**config.mk**
```make
export PLATFORM = sky130hd
export DESIGN_NAME = ssat_ctrl
export DESIGN_NICKNAME = d
export VERILOG_FILES = /design/src/rtl/ssat_pkg.sv /design/src/rtl/ssat_ctrl.sv
export SDC_FILE = /design/constraint.sdc
export NUM_CORES = 1
export LEC_CHECK = 0
export ABC_AREA = 1
export BUFFER_PORTS_ARGS = -buffer_cell sky130_fd_sc_hd__buf_2
export CORE_UTILIZATION = 43
export CTS_CLUSTER_DIAMETER = 60
export CTS_CLUSTER_SIZE = 10
export DETAILED_ROUTE_END_ITERATION = 7
export GPL_ROUTABILITY_DRIVEN = 0
export GPL_TIMING_DRIVEN = 1
export PLACE_DENSITY = 0.7
export REMOVE_ABC_BUFFERS = 1
export SLEW_MARGIN = 20
export SYNTH_ARGS = -nofsm -noshare
export SYNTH_HDL_FRONTEND = slang
export SYNTH_SLANG_ARGS = --single-unit
export TNS_END_PERCENT = 1
```
**constraint.sdc**
```tcl
create_clock -name clk -period 6 [get_ports clk]
set_input_delay 0.9 -clock clk [delete_from_list [all_inputs] [get_ports clk]]
set_output_delay 0.9 -clock clk [all_outputs]
set_load 0.03 [all_outputs]
```
**src/rtl/ssat_pkg.sv**
```systemverilog
// ----------------------------------------------------------------------------
// ssat_pkg
// Shared constants, codes and types of the sorted sparse accumulate table.
// ----------------------------------------------------------------------------
`timescale 1ns / 1ps

package ssat_pkg;

    // table geometry and field widths
    localparam int CAPACITY   = 256;
    localparam int KEY_BITS   = 16;
    localparam int VALUE_BITS = 32;
    localparam int SLOT_BITS  = 8;
    localparam int KIND_BITS  = 2;
    localparam int THR_BITS   = 31;
    localparam int ADDR_BITS  = $clog2(CAPACITY);
    localparam int COUNT_BITS = $clog2(CAPACITY + 1);
    localparam int MEM_BITS   = KEY_BITS + VALUE_BITS;

    // stream word layout
    localparam int IN_FIELD_BITS   = KEY_BITS + SLOT_BITS + VALUE_BITS;
    localparam int IN_DATA_BITS    = ((IN_FIELD_BITS + 7) / 8) * 8;
    localparam int OUT_VALUE_LSB   = KEY_BITS;
    localparam int OUT_FOUND_BIT   = KEY_BITS + VALUE_BITS;
    localparam int OUT_COUNT_LSB   = OUT_FOUND_BIT + 1;
    localparam int OUT_FIELD_BITS  = OUT_COUNT_LSB + COUNT_BITS;
    localparam int OUT_DATA_BITS   = ((OUT_FIELD_BITS + 7) / 8) * 8;

    // item kinds
    typedef enum logic [KIND_BITS-1:0] {
        KIND_ACC    = 2'd0,
        KIND_LOOKUP = 2'd1,
        KIND_SLOT   = 2'd2,
        KIND_PRUNE  = 2'd3
    } kind_t;

    // sequencer states
    typedef enum logic [3:0] {
        ST_IDLE,
        ST_PROBE,
        ST_COMPARE,
        ST_DECIDE,
        ST_SHIFT,
        ST_SHIFT_LAST,
        ST_INSERT,
        ST_SLOT_RD,
        ST_SLOT_DATA,
        ST_PRUNE,
        ST_RESP
    } state_t;

    // one input item
    typedef struct packed {
        kind_t                  kind;
        logic [KEY_BITS-1:0]    key;
        logic [SLOT_BITS-1:0]   slot;
        logic [VALUE_BITS-1:0]  value;
    } item_t;

    // one result item
    typedef struct packed {
        logic [KEY_BITS-1:0]    key;
        logic [VALUE_BITS-1:0]  value;
        logic                   found;
        logic [COUNT_BITS-1:0]  count;
        logic                   status;
    } res_t;

    // table memory access of one cycle
    typedef struct packed {
        logic                   wr_en;
        logic [ADDR_BITS-1:0]   wr_addr;
        logic [MEM_BITS-1:0]    wr_data;
        logic [ADDR_BITS-1:0]   rd_addr;
    } ram_req_t;

endpackage

```
**src/rtl/ssat_ctrl.sv**
```systemverilog
// ----------------------------------------------------------------------------
// ssat_ctrl
// Sequencer: binary search, shift-insert, slot read and prune over the RAM.
// ----------------------------------------------------------------------------
`timescale 1ns / 1ps

module ssat_ctrl (
    input  logic                           clk,
    input  logic                           rst_n,
    input  logic                           in_valid,
    output logic                           in_ready,
    input  ssat_pkg::item_t                in_item,
    input  logic [ssat_pkg::THR_BITS-1:0]  threshold,
    output logic                           res_valid,
    input  logic                           res_ready,
    output ssat_pkg::res_t                 res,
    output ssat_pkg::ram_req_t             ram_req,
    input  logic [ssat_pkg::MEM_BITS-1:0]  ram_rd_data
);

    import ssat_pkg::*;

    state_t                 state_reg, state_next;
    item_t                  item_reg, item_next;
    logic [COUNT_BITS-1:0]  lo_reg, lo_next;
    logic [COUNT_BITS-1:0]  hi_reg, hi_next;
    logic                   hit_reg, hit_next;
    logic [VALUE_BITS-1:0]  hit_val_reg, hit_val_next;
    logic [COUNT_BITS-1:0]  src_reg, src_next;
    logic [ADDR_BITS-1:0]   wr_addr_reg, wr_addr_next;
    logic                   pend_reg, pend_next;
    logic [COUNT_BITS-1:0]  w_reg, w_next;
    logic [COUNT_BITS-1:0]  count_reg, count_next;
    res_t                   res_reg, res_next;

    logic [COUNT_BITS:0]    mid_sum;
    logic [COUNT_BITS-1:0]  mid;
    logic [KEY_BITS-1:0]    rd_key;
    logic [VALUE_BITS-1:0]  rd_val;
    logic [VALUE_BITS-1:0]  rd_mag;
    logic                   rd_keep;
    logic [VALUE_BITS-1:0]  acc_sum;

    // split the read word, probe midpoint, prune test
    assign rd_key  = ram_rd_data[MEM_BITS-1:VALUE_BITS];
    assign rd_val  = ram_rd_data[VALUE_BITS-1:0];
    assign mid_sum = {1'b0, lo_reg} + {1'b0, hi_reg};
    assign mid     = mid_sum[COUNT_BITS:1];
    assign rd_mag  = rd_val[VALUE_BITS-1] ? (~rd_val + 1'b1) : rd_val;
    assign rd_keep = 64'(rd_mag) > 64'(threshold);
    assign acc_sum = hit_val_reg + item_reg.value;

    // control state
    always_ff @(posedge clk or negedge rst_n)
    begin
        if (!rst_n)
        begin
            state_reg <= ST_IDLE;
            count_reg <= '0;
            pend_reg  <= 1'b0;
        end
        else
        begin
            state_reg <= state_next;
            count_reg <= count_next;
            pend_reg  <= pend_next;
        end
    end

    // working registers
    always_ff @(posedge clk)
    begin
        item_reg    <= item_next;
        lo_reg      <= lo_next;
        hi_reg      <= hi_next;
        hit_reg     <= hit_next;
        hit_val_reg <= hit_val_next;
        src_reg     <= src_next;
        wr_addr_reg <= wr_addr_next;
        w_reg       <= w_next;
        res_reg     <= res_next;
    end

    // next state and memory access
    always_comb
    begin
        state_next   = state_reg;
        item_next    = item_reg;
        lo_next      = lo_reg;
        hi_next      = hi_reg;
        hit_next     = hit_reg;
        hit_val_next = hit_val_reg;
        src_next     = src_reg;
        wr_addr_next = wr_addr_reg;
        pend_next    = pend_reg;
        w_next       = w_reg;
        count_next   = count_reg;
        res_next     = res_reg;
        ram_req      = '0;
        in_ready     = 1'b0;
        res_valid    = 1'b0;

        case (state_reg)
            ST_IDLE:
            begin
                in_ready = 1'b1;
                if (in_valid)
                begin
                    item_next = in_item;
                    lo_next   = '0;
                    hi_next   = count_reg;
                    hit_next  = 1'b0;
                    src_next  = '0;
                    w_next    = '0;
                    pend_next = 1'b0;
                    case (in_item.kind)
                        KIND_ACC, KIND_LOOKUP: state_next = ST_PROBE;
                        KIND_SLOT:             state_next = ST_SLOT_RD;
                        KIND_PRUNE:            state_next = ST_PRUNE;
                        default:               state_next = ST_IDLE;
                    endcase
                end
            end

            // issue a read at the midpoint of the open range
            ST_PROBE:
            begin
                if (lo_reg < hi_reg)
                begin
                    ram_req.rd_addr = mid[ADDR_BITS-1:0];
                    state_next      = ST_COMPARE;
                end
                else
                begin
                    state_next = ST_DECIDE;
                end
            end

            // narrow the range toward the lower bound of the key
            ST_COMPARE:
            begin
                if (rd_key < item_reg.key)
                begin
                    lo_next = mid + 1'b1;
                end
                else
                begin
                    hi_next = mid;
                end
                if (rd_key == item_reg.key)
                begin
                    hit_next     = 1'b1;
                    hit_val_next = rd_val;
                end
                state_next = ST_PROBE;
            end

            // lo holds the sorted position of the key
            ST_DECIDE:
            begin
                res_next.key    = item_reg.key;
                res_next.count  = count_reg;
                res_next.status = 1'b0;
                res_next.found  = hit_reg;
                res_next.value  = '0;
                state_next      = ST_RESP;
                if (item_reg.kind == KIND_LOOKUP)
                begin
                    res_next.value = hit_reg ? hit_val_reg : '0;
                end
                else if (hit_reg)
                begin
                    ram_req.wr_en   = 1'b1;
                    ram_req.wr_addr = lo_reg[ADDR_BITS-1:0];
                    ram_req.wr_data = {item_reg.key, acc_sum};
                    res_next.value  = acc_sum;
                end
                else if (count_reg == COUNT_BITS'(CAPACITY))
                begin
                    res_next.status = 1'b1;
                end
                else if (count_reg == lo_reg)
                begin
                    state_next = ST_INSERT;
                end
                else
                begin
                    src_next   = count_reg - 1'b1;
                    pend_next  = 1'b0;
                    state_next = ST_SHIFT;
                end
            end

            // move entries up one slot, top down, one per cycle
            ST_SHIFT:
            begin
                ram_req.rd_addr = src_reg[ADDR_BITS-1:0];
                if (pend_reg)
                begin
                    ram_req.wr_en   = 1'b1;
                    ram_req.wr_addr = wr_addr_reg;
                    ram_req.wr_data = ram_rd_data;
                end
                pend_next    = 1'b1;
                wr_addr_next = src_reg[ADDR_BITS-1:0] + 1'b1;
                src_next     = src_reg - 1'b1;
                if (src_reg == lo_reg)
                begin
                    state_next = ST_SHIFT_LAST;
                end
            end

            ST_SHIFT_LAST:
            begin
                ram_req.wr_en   = 1'b1;
                ram_req.wr_addr = wr_addr_reg;
                ram_req.wr_data = ram_rd_data;
                pend_next       = 1'b0;
                state_next      = ST_INSERT;
            end

            // write the new pair into the freed slot
            ST_INSERT:
            begin
                ram_req.wr_en   = 1'b1;
                ram_req.wr_addr = lo_reg[ADDR_BITS-1:0];
                ram_req.wr_data = {item_reg.key, item_reg.value};
                count_next      = count_reg + 1'b1;
                res_next.key    = item_reg.key;
                res_next.value  = item_reg.value;
                res_next.found  = 1'b0;
                res_next.count  = count_reg + 1'b1;
                res_next.status = 1'b0;
                state_next      = ST_RESP;
            end

            ST_SLOT_RD:
            begin
                if (32'(item_reg.slot) < 32'(count_reg))
                begin
                    ram_req.rd_addr = ADDR_BITS'(item_reg.slot);
                    state_next      = ST_SLOT_DATA;
                end
                else
                begin
                    res_next   = '0;
                    res_next.count = count_reg;
                    state_next = ST_RESP;
                end
            end

            ST_SLOT_DATA:
            begin
                res_next.key    = rd_key;
                res_next.value  = rd_val;
                res_next.found  = 1'b1;
                res_next.count  = count_reg;
                res_next.status = 1'b0;
                state_next      = ST_RESP;
            end

            // stream reads up, write back kept entries at the compacted index
            ST_PRUNE:
            begin
                if (src_reg < count_reg)
                begin
                    ram_req.rd_addr = src_reg[ADDR_BITS-1:0];
                    src_next        = src_reg + 1'b1;
                    pend_next       = 1'b1;
                end
                else
                begin
                    pend_next = 1'b0;
                end
                if (pend_reg && rd_keep)
                begin
                    ram_req.wr_en   = 1'b1;
                    ram_req.wr_addr = w_reg[ADDR_BITS-1:0];
                    ram_req.wr_data = ram_rd_data;
                    w_next          = w_reg + 1'b1;
                end
                if (!(src_reg < count_reg) && !pend_reg)
                begin
                    count_next     = w_reg;
                    res_next       = '0;
                    res_next.count = w_reg;
                    state_next     = ST_RESP;
                end
            end

            // hand the result to the output register
            ST_RESP:
            begin
                res_valid = 1'b1;
                if (res_ready)
                begin
                    state_next = ST_IDLE;
                end
            end

            default:
            begin
                state_next = ST_IDLE;
            end
        endcase
    end

    assign res = res_reg;

endmodule

```
==> metrics.yaml, run 1 <==
critical_path_arrival_ps: 4720
yosysUniqueCellTypes: 58
r2r_cells: 10
clock-sinks: 208
firstDrtPassIters: 6
synth_seq_area_share_pct: 38.0
dieArea_mm2: 0.0386
yosys_most_used_dff: "edfxtp_1"
start_util_pct: 44.1
synth_top_cell_by_area: "edfxtp_1"
htreeDepth: 1
period_needed_ps: 5620
grt_antenna_before_repair: 3
grt_pass1_wl_mm: 86.6
reg2reg_to: "res[33]$_DFFE_PP_"
fin_util_pct: 51.3
syn_inst: 2104
fillerInstances: 3463
relSlewSlack_pct: 31.1
via_per_inst: 5.71
synthArstFlopShare_pct: 6.73
final_layout_size_suffix_gt1_share_pct: 16.2
syn_to_final_growth_pct: 16.4
clk_pin_slew_ps: 60
slew_violations: 0
maxCapViolCount: 0
ant_nets: 0
clock-root-buffer: "clkbuf_16"
core_mm2: 0.0369
track_usage_pct: 29.0
p_leak_uw: 0.00889
post_cts_buffers: 0
avgSynthCellArea_um2: 7.73
die-width_um: 196
min_period_over_period_pct: 93.7
powerDensity_mw_per_mm2: 478
rows: 70
holdBufCountCts: 0
cts_buffers: 28
nets: 2621
drc: 0
synth_area_mm2: 0.0163
grt_setup_unrepaired: "false"
ys_ff_latch: 208
drt_iter0_markers: 1788
cp-end-kind: "output pin"
layout_commonest_cell: "nand2_1"
layout_setup_ws_ps: 379
ctsLongestPathBuffers: 3
die_h_um: 196
totalWireLength_mm: 57.0
whs_ps: 242
synth_edf_count: 194
io_buffers: 266
multi_input_area_mm2: 0.00853
finalHoldViolations: 0
required_ps: 5100
vias: 16400
hp-class: "in -> async"
synthTopCellsByArea: "edfxtp_1, nand2_1, ha_1"
io_pins: 267
startpoint_type: "input port"
status: "complete, no violations"
insertion_delay_ps: 570
r2r_setup_slack_ps: 1570
yosys_warnings: 0
grt_max_degree: 60
max_slew.worst_pin.slew_ps: 1010
hpwl_mm: 42.7
finalClockSkew_ps: 17.9
grt-ovfl-total: 0
pre_cts_ws_ps: 442
ctsResizeCount: 0
worst-path-max-fanout: 18
report.power.total_uw: 9040
seqCellArea_mm2: 0.00618
peakVddDrop_v: 0.000331
largest_reg_flops: 59
crit_type: "in -> out"
worstReg2RegStart: "state_reg[1]$_DFFE_PN0P_"
wl_per_cell_um: 19.8
setup_tns_ps: 0
fmax_mhz: 178
setup_violations: 0
yosysTopAreaCellShare_pct: 35.8
cts_tree: "done"
grt_pass1_vias: 15700
layout_common_cells: "nand2_1, inv_1, buf_2, edfxtp_1, nor2_1"
## cells in the mapped netlist, types with 12 or more instances
master and instances:
a2111oi_0 15, a21oi_1 106, buf_2 19, clkbuf_1 22, dfrtp_1 14, edfxtp_1 194, ha_1 122, inv_1 316
inv_2 14, nand2_1 569, nand3_1 94, nand4_1 98, nor2_1 132, nor2_2 12, nor3_1 31, o211ai_1 19
o21ai_0 103, xnor2_1 13, xor2_1 56
## area by class of cell
class                   instances  area share [%]
clock buffers                  40            4.22
repair buffers                279            7.62
multi-input cells            1504            45.1
diodes                          1          0.0132
inverters                     334            6.65
flip-flops and latches        208            32.6
well taps                     504            3.33
clock inverters                 8           0.397
## routing by layer
metal | track usage, % | wire length, um | up-vias
met2 | 46.9 | 25700 | 1012
li1 | - | - | 7613
met5 | 0 | 27 | -
met1 | 36.7 | 22200 | 7594
met4 | 15.1 | 3230 | 4
met3 | 5.63 | 5870 | 201
## kinds of logic (layout without fill, tap and decap cells)
kind of cell	count (synthesis)	in the layout	synth area share, %
AND/OR/NAND/NOR	988	988	26.9
XOR/XNOR	69	69	3.72
other	0	1	0
AO/OA/AOI/OAI	322	322	11.9
buffers and inverters	392	661	9.76
adder cells (fa/ha/maj)	125	125	9.76
flip-flops	208	208	38.0
## worst max-delay path by stage
stage / start / end / slack [ps]
2_1_floorplan: ram_rd_data[47] / hit_reg$_DFFE_PP_ / 250
3_3_place_gp: ram_rd_data[0] / ram_req[26] / 620
3_5_place_dp: ram_rd_data[0] / ram_req[41] / 440
4_1_cts: ram_rd_data[0] / ram_req[41] / 440
5_1_grt: ram_rd_data[0] / ram_req[26] / 6
6_report: ram_rd_data[0] / ram_req[28] / 380
## where the power goes
part	internal, uW	switching, uW
Sequential	2300	383
Clock	960	657
Combinational	1320	3420
Total	4590	4460
## worst max-delay path, cell delays in order
cell	delay (ps)
buf_2	110
inv_1	130
ha_1	220
nand4_1	160
nor3_2	260
nand3_1	230
nor3_2	280
nand2_1	160
o211ai_1	210
nand2_1	90
ha_1	300
nand3_1	90
nor3_1	300
inv_1	70
nor2_1	110
nand3_1	100
nand2_2	120
buf_4	300
nand4_1	170
nand4_1	170
buf_2	220
## through the flow
step,area (um2),cells
floorplan,15900,2046
global placement,18000,2828
detailed placement,18000,2828
CTS,18900,2876
global route,18900,2878
finish,18900,2878
Power figures use the tool's default switching activity.
==> run 2: changes to the inputs <==
--- a/config.mk
+++ b/config.mk
@@ -6,7 +6,9 @@
 export NUM_CORES = 1
 export LEC_CHECK = 0
 export ABC_AREA = 1
+export ABC_CLOCK_PERIOD_IN_PS = 6000
 export BUFFER_PORTS_ARGS = -buffer_cell sky130_fd_sc_hd__buf_2
+export CORE_ASPECT_RATIO = 1.25
 export CORE_UTILIZATION = 43
 export CTS_CLUSTER_DIAMETER = 60
 export CTS_CLUSTER_SIZE = 10
==> metrics.yaml, run 2 (synthesis results as in run 1) <==
r2r_setup_slack_ps: 1540  # was 1570 ps
core_mm2: 0.0373  # was 0.0369 mm2
clk_pin_slew_ps: 60  # about the same
reg2reg_to: "res[9]$_DFFE_PP_"  # was res[33]$_DFFE_PP_
worst-path-max-fanout: 14  # was 18
grt_antenna_before_repair: 1  # was 3
layout_common_cells: "nand2_1, inv_1, buf_2, edfxtp_1, nor2_1"  # unchanged
max_slew.worst_pin.slew_ps: 1030  # was 1010 ps
insertion_delay_ps: 560  # was 570 ps
worstReg2RegStart: "state_reg[1]$_DFFE_PN0P_"  # unchanged
min_period_over_period_pct: 93.2  # was 93.7%
largest_reg_flops: 59  # unchanged
wl_per_cell_um: 20.0  # was 19.8 um
ant_nets: 0  # unchanged
ctsLongestPathBuffers: 3  # unchanged
p_switching_uw: 4450  # was 4460 uW
path_cells: "buf_2 -> inv_1 -> ha_1 -> nand4_1 -> nor3_2 -> nand3_1 -> nor3_2 -> nand2_1 -> o211ai_1 -> nand2_1 -> ha_1 -> nand3_1 -> nor3_2 -> nand4_1 -> nand2_1 -> clkinv_1 -> buf_4 -> nand4_1 -> nand4_1 -> buf_2"  # was buf_2 -> inv_1 -> ha_1 -> nand4_1 -> nor3_2 -> nand3_1 -> nor3_2 -> nand2_1 -> o211ai_1 -> nand2_1 -> ha_1 -> nand3_1 -> nor3_1 -> inv_1 -> nor2_1 -> nand3_1 -> nand2_2 -> buf_4 -> nand4_1 -> nand4_1 -> buf_2
grt_pass1_vias: 15900  # was 15700
htreeDepth: 1  # unchanged
period_needed_ps: 5590  # was 5620 ps
finalClockSkew_ps: 15.1  # was 17.9 ps
postPlaceCellArea_mm2: 0.0180  # about the same
powerDensity_mw_per_mm2: 477  # was 478 mW/mm2
cp_slowest_cell: "buf_4"  # was ha_1
worst_path_largest_cell_delay_ps: 340  # was 300 ps
rows: 79  # was 70
dieArea_mm2: 0.0386  # about the same
start_util_pct: 43.6  # was 44.1%
totalWireLength_mm: 57.2  # was 57.0 mm
clock-sinks: 208  # unchanged
seqPwrFrac_pct: 29.8  # was 29.7%
grt_pass1_wl_mm: 86.1  # was 86.6 mm
post_cts_buffers: 0  # unchanged
die_h_um: 219  # was 196 um
slew_violations: 0  # unchanged
internal_power_uw: 4530  # was 4590 uW
crit_top_cell: "nand4_1"
cts_buffers: 27  # was 28
die-width_um: 176  # was 196 um
drc: 0  # unchanged
combPwrFrac_pct: 53.1  # was 52.4%
fmax_mhz: 179  # was 178 MHz
startpoint_type: "input port"  # unchanged
peakVddDrop_v: 0.000353  # was 0.000331 V
vias: 16500  # was 16400
pre_cts_ws_ps: 273  # was 442 ps
syn_to_final_growth_pct: 15.9  # was 16.4%
drt_iter0_markers: 1802  # was 1788
io_pins: 267  # unchanged
relSlewSlack_pct: 31.4  # was 31.1%
finalHoldViolations: 0  # unchanged
cts_tree: "done"  # unchanged
fin_util_pct: 50.6  # was 51.3%
crit_type: "in -> out"  # unchanged
hpwl_mm: 42.6  # was 42.7 mm
r2r_cells: 10  # unchanged
nets: 2622  # was 2621
track_usage_pct: 29.2  # was 29.0%
grt_max_degree: 44  # was 60
maxCapViolCount: 0  # unchanged
holdBufCountCts: 0  # unchanged
firstDrtPassIters: 6  # unchanged
ctsResizeCount: 0  # unchanged
via_per_inst: 5.75  # was 5.71
layout_setup_ws_ps: 407  # was 379 ps
pwr-share-clk_pct: 17.1  # was 17.9%
final_layout_size_suffix_gt1_share_pct: 16.1  # was 16.2%
p_leak_uw: 0.00886  # was 0.00889 uW
critical_path_arrival_ps: 4690  # was 4720 ps
io_buffers: 266  # unchanged
layout_commonest_cell: "nand2_1"  # unchanged
status: "complete, no violations"  # unchanged
setup_tns_ps: 0  # unchanged
cp-end-kind: "output pin"  # unchanged
setup_violations: 0  # unchanged
hp-class: "in -> async"  # unchanged
grt_setup_unrepaired: "false"  # unchanged
postLayoutCellArea_mm2: 0.0188  # was 0.0189 mm2
grt-ovfl-total: 0  # unchanged
clock-root-buffer: "clkbuf_16"  # unchanged
switching_share_pct: 49.6  # was 49.3%
required_ps: 5100  # about the same
run 2: power by group through the flow:
stage | clock [uW] | sequential [uW] | combinational, uW
2_1_floorplan | 0 | 3030 | 2770
3_3_place_gp | 0 | 2680 | 4550
3_5_place_dp | 0 | 2690 | 4660
4_1_cts | 1560 | 2670 | 4690
5_1_grt | 1610 | 2710 | 5200
6_report | 1540 | 2680 | 4770
run 2: how the worst max path moves through the flow:
| stage | startpoint | to | slack [ps] | cells after the start |
|---|---|---|---|---|
| after floorplan | ram_rd_data[47] | hit_reg$_DFFE_PP_ | 250 | 7 |
| after global placement | ram_rd_data[0] | ram_req[26] | 470 | 22 |
| after detailed placement | ram_rd_data[0] | ram_req[50] | 270 | 22 |
| after CTS | ram_rd_data[0] | ram_req[50] | 260 | 22 |
| after global routing | ram_rd_data[0] | ram_req[49] | 90 | 21 |
| final | ram_rd_data[0] | ram_req[39] | 410 | 20 |
run 2: cell type report:
type                       instances  area [um2]
tap                              486         608
clock buffer                      40         744
inverter                         334        1260
multi-input combinational       1504        8540
timing repair buffer             281        1440
fill                            3520       18400
antenna                            2        5.00
clock inverter                     6        68.8
sequential                       208        6180
run 2: stage by stage:
stage                     power, uW  std cells  hold WS (ps)
after global routing           9520       2860           263
after global placement         7230       2813           590
after CTS                      8910       2859           235
after floorplan                5800       2046           533
final                          8980       2861           249
after detailed placement       7340       2813           594
run 2: metal layers:
metal | vias up | GRT usage (%) | routed length, um
li1 | 7643 | - | -
met5 | - | 0 | 0
met3 | 251 | 4.12 | 5240
met1 | 7565 | 33.1 | 20500
met2 | 996 | 51.5 | 27900
met4 | 0 | 18.1 | 3600
run 2: critical path, delay by kind of cell:
kind / cells / cell delay, ps
and+or+nand+nor: 12 / 1970
buffers and inverters: 5 / 1090
AOI/OAI and AO/OA: 1 / 200
adders and majority gates: 2 / 500
